### src/rtl/swfr_pkg.sv
// ----------------------------------------------------------------------------
// swfr_pkg
// Shared widths, constants and controller/datapath handshake types for the
// sliding window frame rate unit.
// ----------------------------------------------------------------------------
package swfr_pkg;

  localparam int unsigned TICK_W   = 32;
  localparam int unsigned WINDOW_W = 16;
  localparam int unsigned RATE_W   = 20;
  localparam int unsigned FRAMES_W = 11;

  localparam logic [WINDOW_W-1:0] WINDOW_RESET = 16'd1000;
  localparam int unsigned         MS_PER_SEC   = 1000;
  localparam int unsigned         MS_PER_SEC_W = 10;
  localparam logic [RATE_W-1:0]   RATE_MAX     = 20'hFFFFF;
  localparam logic [FRAMES_W-1:0] FRAMES_MAX   = 11'h7FF;

  typedef struct packed {
    logic accept;
    logic rd_en;
    logic drop_head;
    logic push;
    logic div_start;
    logic div_step;
    logic load_out;
  } swfr_cmd_t;

  typedef struct packed {
    logic full;
    logic empty;
    logic expired;
    logic div_done;
  } swfr_sts_t;

endpackage

### src/rtl/swfr_ctrl.sv
// ----------------------------------------------------------------------------
// swfr_ctrl
// Sequencer: push, eviction walk, serial divide and result hand-off.
// ----------------------------------------------------------------------------
module swfr_ctrl (
  input  logic              clk,
  input  logic              rst_n,
  input  logic              in_valid,
  output logic              in_ready,
  output logic              out_valid,
  input  logic              out_ready,
  input  swfr_pkg::swfr_sts_t sts,
  output swfr_pkg::swfr_cmd_t cmd
);
  import swfr_pkg::*;

  typedef enum logic [2:0] {
    S_IDLE,
    S_PREP,
    S_DROP,
    S_PUSH,
    S_EV_RD,
    S_EV_CHK,
    S_DIV,
    S_DONE
  } state_t;

  state_t state_r, state_nxt;
  logic   out_valid_r, out_valid_nxt;

  assign in_ready  = (state_r == S_IDLE);
  assign out_valid = out_valid_r;

  always_comb begin
    state_nxt     = state_r;
    out_valid_nxt = out_valid_r && !out_ready;
    cmd           = '0;
    unique case (state_r)
      S_IDLE: begin
        if (in_valid) begin
          cmd.accept = 1'b1;
          state_nxt  = S_PREP;
        end
      end
      S_PREP: begin
        if (sts.full) begin
          cmd.rd_en = 1'b1;
          state_nxt = S_DROP;
        end else begin
          cmd.push  = 1'b1;
          state_nxt = S_EV_RD;
        end
      end
      S_DROP: begin
        cmd.drop_head = 1'b1;
        state_nxt     = S_PUSH;
      end
      S_PUSH: begin
        cmd.push  = 1'b1;
        state_nxt = S_EV_RD;
      end
      S_EV_RD: begin
        if (sts.empty) begin
          cmd.div_start = 1'b1;
          state_nxt     = S_DIV;
        end else begin
          cmd.rd_en = 1'b1;
          state_nxt = S_EV_CHK;
        end
      end
      S_EV_CHK: begin
        if (sts.expired) begin
          cmd.drop_head = 1'b1;
          state_nxt     = S_EV_RD;
        end else begin
          cmd.div_start = 1'b1;
          state_nxt     = S_DIV;
        end
      end
      S_DIV: begin
        cmd.div_step = 1'b1;
        if (sts.div_done) begin
          state_nxt = S_DONE;
        end
      end
      S_DONE: begin
        if (!out_valid_r || out_ready) begin
          cmd.load_out  = 1'b1;
          out_valid_nxt = 1'b1;
          state_nxt     = S_IDLE;
        end
      end
      default: state_nxt = S_IDLE;
    endcase
  end

  always_ff @(posedge clk) begin
    if (!rst_n) begin
      state_r     <= S_IDLE;
      out_valid_r <= 1'b0;
    end else begin
      state_r     <= state_nxt;
      out_valid_r <= out_valid_nxt;
    end
  end

endmodule

### config.mk
export PLATFORM = sky130hd
export DESIGN_NAME = swfr_ctrl
export DESIGN_NICKNAME = d
export VERILOG_FILES = /design/src/rtl/swfr_pkg.sv /design/src/rtl/swfr_ctrl.sv
export SDC_FILE = /design/constraint.sdc
export NUM_CORES = 1
export LEC_CHECK = 0
export ABC_CLOCK_PERIOD_IN_PS = 1600
export BUFFER_PORTS_ARGS = -buffer_cell sky130_fd_sc_hd__buf_2
export CAP_MARGIN = 20
export CORE_AREA = 5 5 42 44
export CTS_BUF_LIST = sky130_fd_sc_hd__clkbuf_8 sky130_fd_sc_hd__clkbuf_16
export DETAILED_ROUTE_END_ITERATION = 8
export DIE_AREA = 0 0 47 49
export PLACE_DENSITY = 0.52
export SLEW_MARGIN = 20
export SYNTH_ARGS = -nofsm -noshare
export SYNTH_HDL_FRONTEND = slang
export SYNTH_SLANG_ARGS = --single-unit
export TNS_END_PERCENT = 30
### constraint.sdc
create_clock -name clk -period 1.6 [get_ports clk]
set_input_delay 0.24 -clock clk [delete_from_list [all_inputs] [get_ports clk]]
set_output_delay 0.24 -clock clk [all_outputs]
set_load 0.02 [all_outputs]
==> results.yml <==
detailed_routing:
  vias_per_cell: 4.79
  wl_met1_um: 338
  drt_iter0_drc: 10
  met2_wirelength_um: 368
  firstDrtPassIters: 4
  wl_per_cell_um: 10.6
  drc: 0
  wl_um: 776
  wl_met3_um: 68
  ant_nets: 0
  vias: 350
  routed.top_layer: "met3"
cells_and_area:
  final_common_cell: "buf_2"
  layout_common_cells: "16 x buf_2, 5 x nand2b_1, 4 x nor2_1"
  area_growth_pct: 40.7
  multi_input_area_sq_um: 205
  diodes: 0
  drive_above_1_share_pct: 38.6
  nets: 67
  fillers: 172
  ff_latch_area_sq_um: 86.3
sta:
  period_share_pct: 92.1
  relSlewSlack_pct: 85.6
  skew_ps: 0.683
  timing.fmax_mhz: 679
  period_minus_slack_ps: 1470
  setup_viol: 0
  rsz0062_at_grt: "no"
  drv_slew: 0
  fin_setup_tns_ps: 0
  holdWs_ps: 283
  hold_viol: 0
  tightest_slew_ps: 216
power:
  p_seq_share_pct: 29.5
  p_leak_nw: 0.197
  p_total_uw: 447
  peakVddDrop_v: 0.000447
  switching_share_pct: 28.2
  p_int_uw: 321
  pwr-share-clk_pct: 46.4
  pwr-share-comb_pct: 24.2
  power_density_nw_per_um2: 1020
  p_sw_uw: 126
critical_path:
  cp-start-kind: "flip-flop"
  cp_data_required_time_ps: 1360
  crit_type: "flip-flop to output port"
  worstPathMaxFanout: 11
  worstSetupEndpointType: "output port"
  arrival_ps: 1230
synthesis:
  synth_fa_ha_area_share_pct: 0
  synth_area_per_cell_sq_um: 7.57
  syn_nets: 49
  synth_top_family_by_area: "simple AND/OR/NAND/NOR gates"
  ys_seq_area_share_pct: 25.8
  ys.warnings.count: 0
  synth-compound-area-share_pct: 22.2
  synth.distinct_cells: 25
  synth_top_cell_by_area: "dfxtp_1"
  synth-xor-area-share_pct: 0
  synthTopCellsByArea: "dfxtp_1 26%, nand2b_1 10%, nor2_1 4.8%"
  synth.mux.area_fraction_pct: 0
  synth_top_area_share_pct: 25.8
  synthesis.area_sq_um: 310
  synth_cells: 41
  yosys.area_share.simple_pct: 44.0
  ys_ff_latch: 4
run:
  maxCapViolations: 0
placement:
  dp_hpwl_um: 599
  gp_congestion: 0.686
  portBuffers: 16
worst_hold_path:
  hold_path.class: "input port to flip-flop"
cts:
  cts_max_level: 1
  path_clk_slew_ps: 30
  cts-root-buf: "clkbuf_8"
  clock_sinks: 4
  cts_setup_buffers: 0
  cts_tree: "yes"
  clockBufferDepth: 2
  clkLatencyLatePin_ps: 210
  cts_buffers: 3
global_route:
  grt_pass1_vias: 347
  grt_max_degree: 15
  gr-total-overflow: 0
  antenna_found_initial: 0
  grt_pass1_wl_um: 1410
  grt.total_usage_pct: 8.25
die:
  placementRows: 14
  die-height_um: 49
  pin_count: 17
  die_w_um: 47
  die_area_sq_um: 2300
  start_util_pct: 22.1
  core_area_sq_um: 1400
run_status:
  status: "completed"
[through the flow]
stage	area, sq um	worst slack, ps	std cells	utilization, %
2_1_floorplan	310	38.1	41	-
4_1_cts	433	81.4	73	30.9
5_1_grt	437	14.3	73	31.2
6_report	437	127	73	31.2
3_5_place_dp	389	216	70	27.8
3_3_place_gp	389	237	70	27.8
[area by class of cell]
cell class / count / area share, %
clock buffers: 3 / 9.46
inverters: 1 / 0.860
multi-input cells: 33 / 47.0
flip-flops and latches: 4 / 19.8
well taps: 16 / 4.58
repair buffers: 16 / 18.3
[routing by layer]
layer / vias up / GRT usage, %
li1: 177 / -
met1: 160 / 10.8
met2: 13 / 11.8
met3: 0 / 2.58
met4: 0 / 4.15
met5: - / 0
[registers in the layout, indices dropped and copies added, names as in the netlist]
name       flops
state_r        3
out_valid      1
[synthesized netlist by cell type]
cell	instances
nand2_1	2
a21boi_1	1
nor2b_1	2
buf_6	1
nor3_1	2
nor2_1	4
buf_2	2
dfxtp_1	4
a21oi_1	2
and2_1	2
o21ai_0	1
or3b_1	1
o221ai_1	1
a21boi_0	1
nand4bb_1	1
nand2b_1	5
and3b_1	1
or3_1	1
nor3b_1	1
a22oi_1	1
o32a_1	1
inv_1	1
o21a_1	1
nand3_1	1
o21ai_1	1
[power by group through the flow]
stage / logic [mW] / clock network [mW] / registers, mW
floorplan: 0.0963 / 0 / 0.114
global placement: 0.109 / 0 / 0.131
detailed placement: 0.109 / 0 / 0.132
CTS: 0.110 / 0.217 / 0.132
global route: 0.123 / 0.222 / 0.136
finish: 0.108 / 0.207 / 0.132
[worst paths after layout]
path / startpoint / end / slack, ps / cells past startpoint
min: rst_n / state_r[1] / 280 / 2
min reg2reg: out_valid / out_valid / 580 / 2
max: state_r[1] / cmd[4] / 130 / 4
max reg2reg: state_r[0] / state_r[1] / 450 / 3
[what timing repair did]
item                                    4_1_cts  5_1_grt
endpoints found under the setup margin        2        2
hold buffers                                  0        0
resized for setup                             2        2
[worst max-delay path: stages (launching register included)]
cell and delay [ps]:
dfxtp_4 380, inv_1 60, or3_1 340, o21ai_1 70
buf_2 170
[cells by family after synthesis]
| family | Yosys count |
|---|---|
| AOI/OAI and AO/OA | 10 |
| and+or+nand+nor | 23 |
| DFF | 4 |
| buffers and inverters | 4 |
No activity file was read; power rests on OpenSTA's default activity.
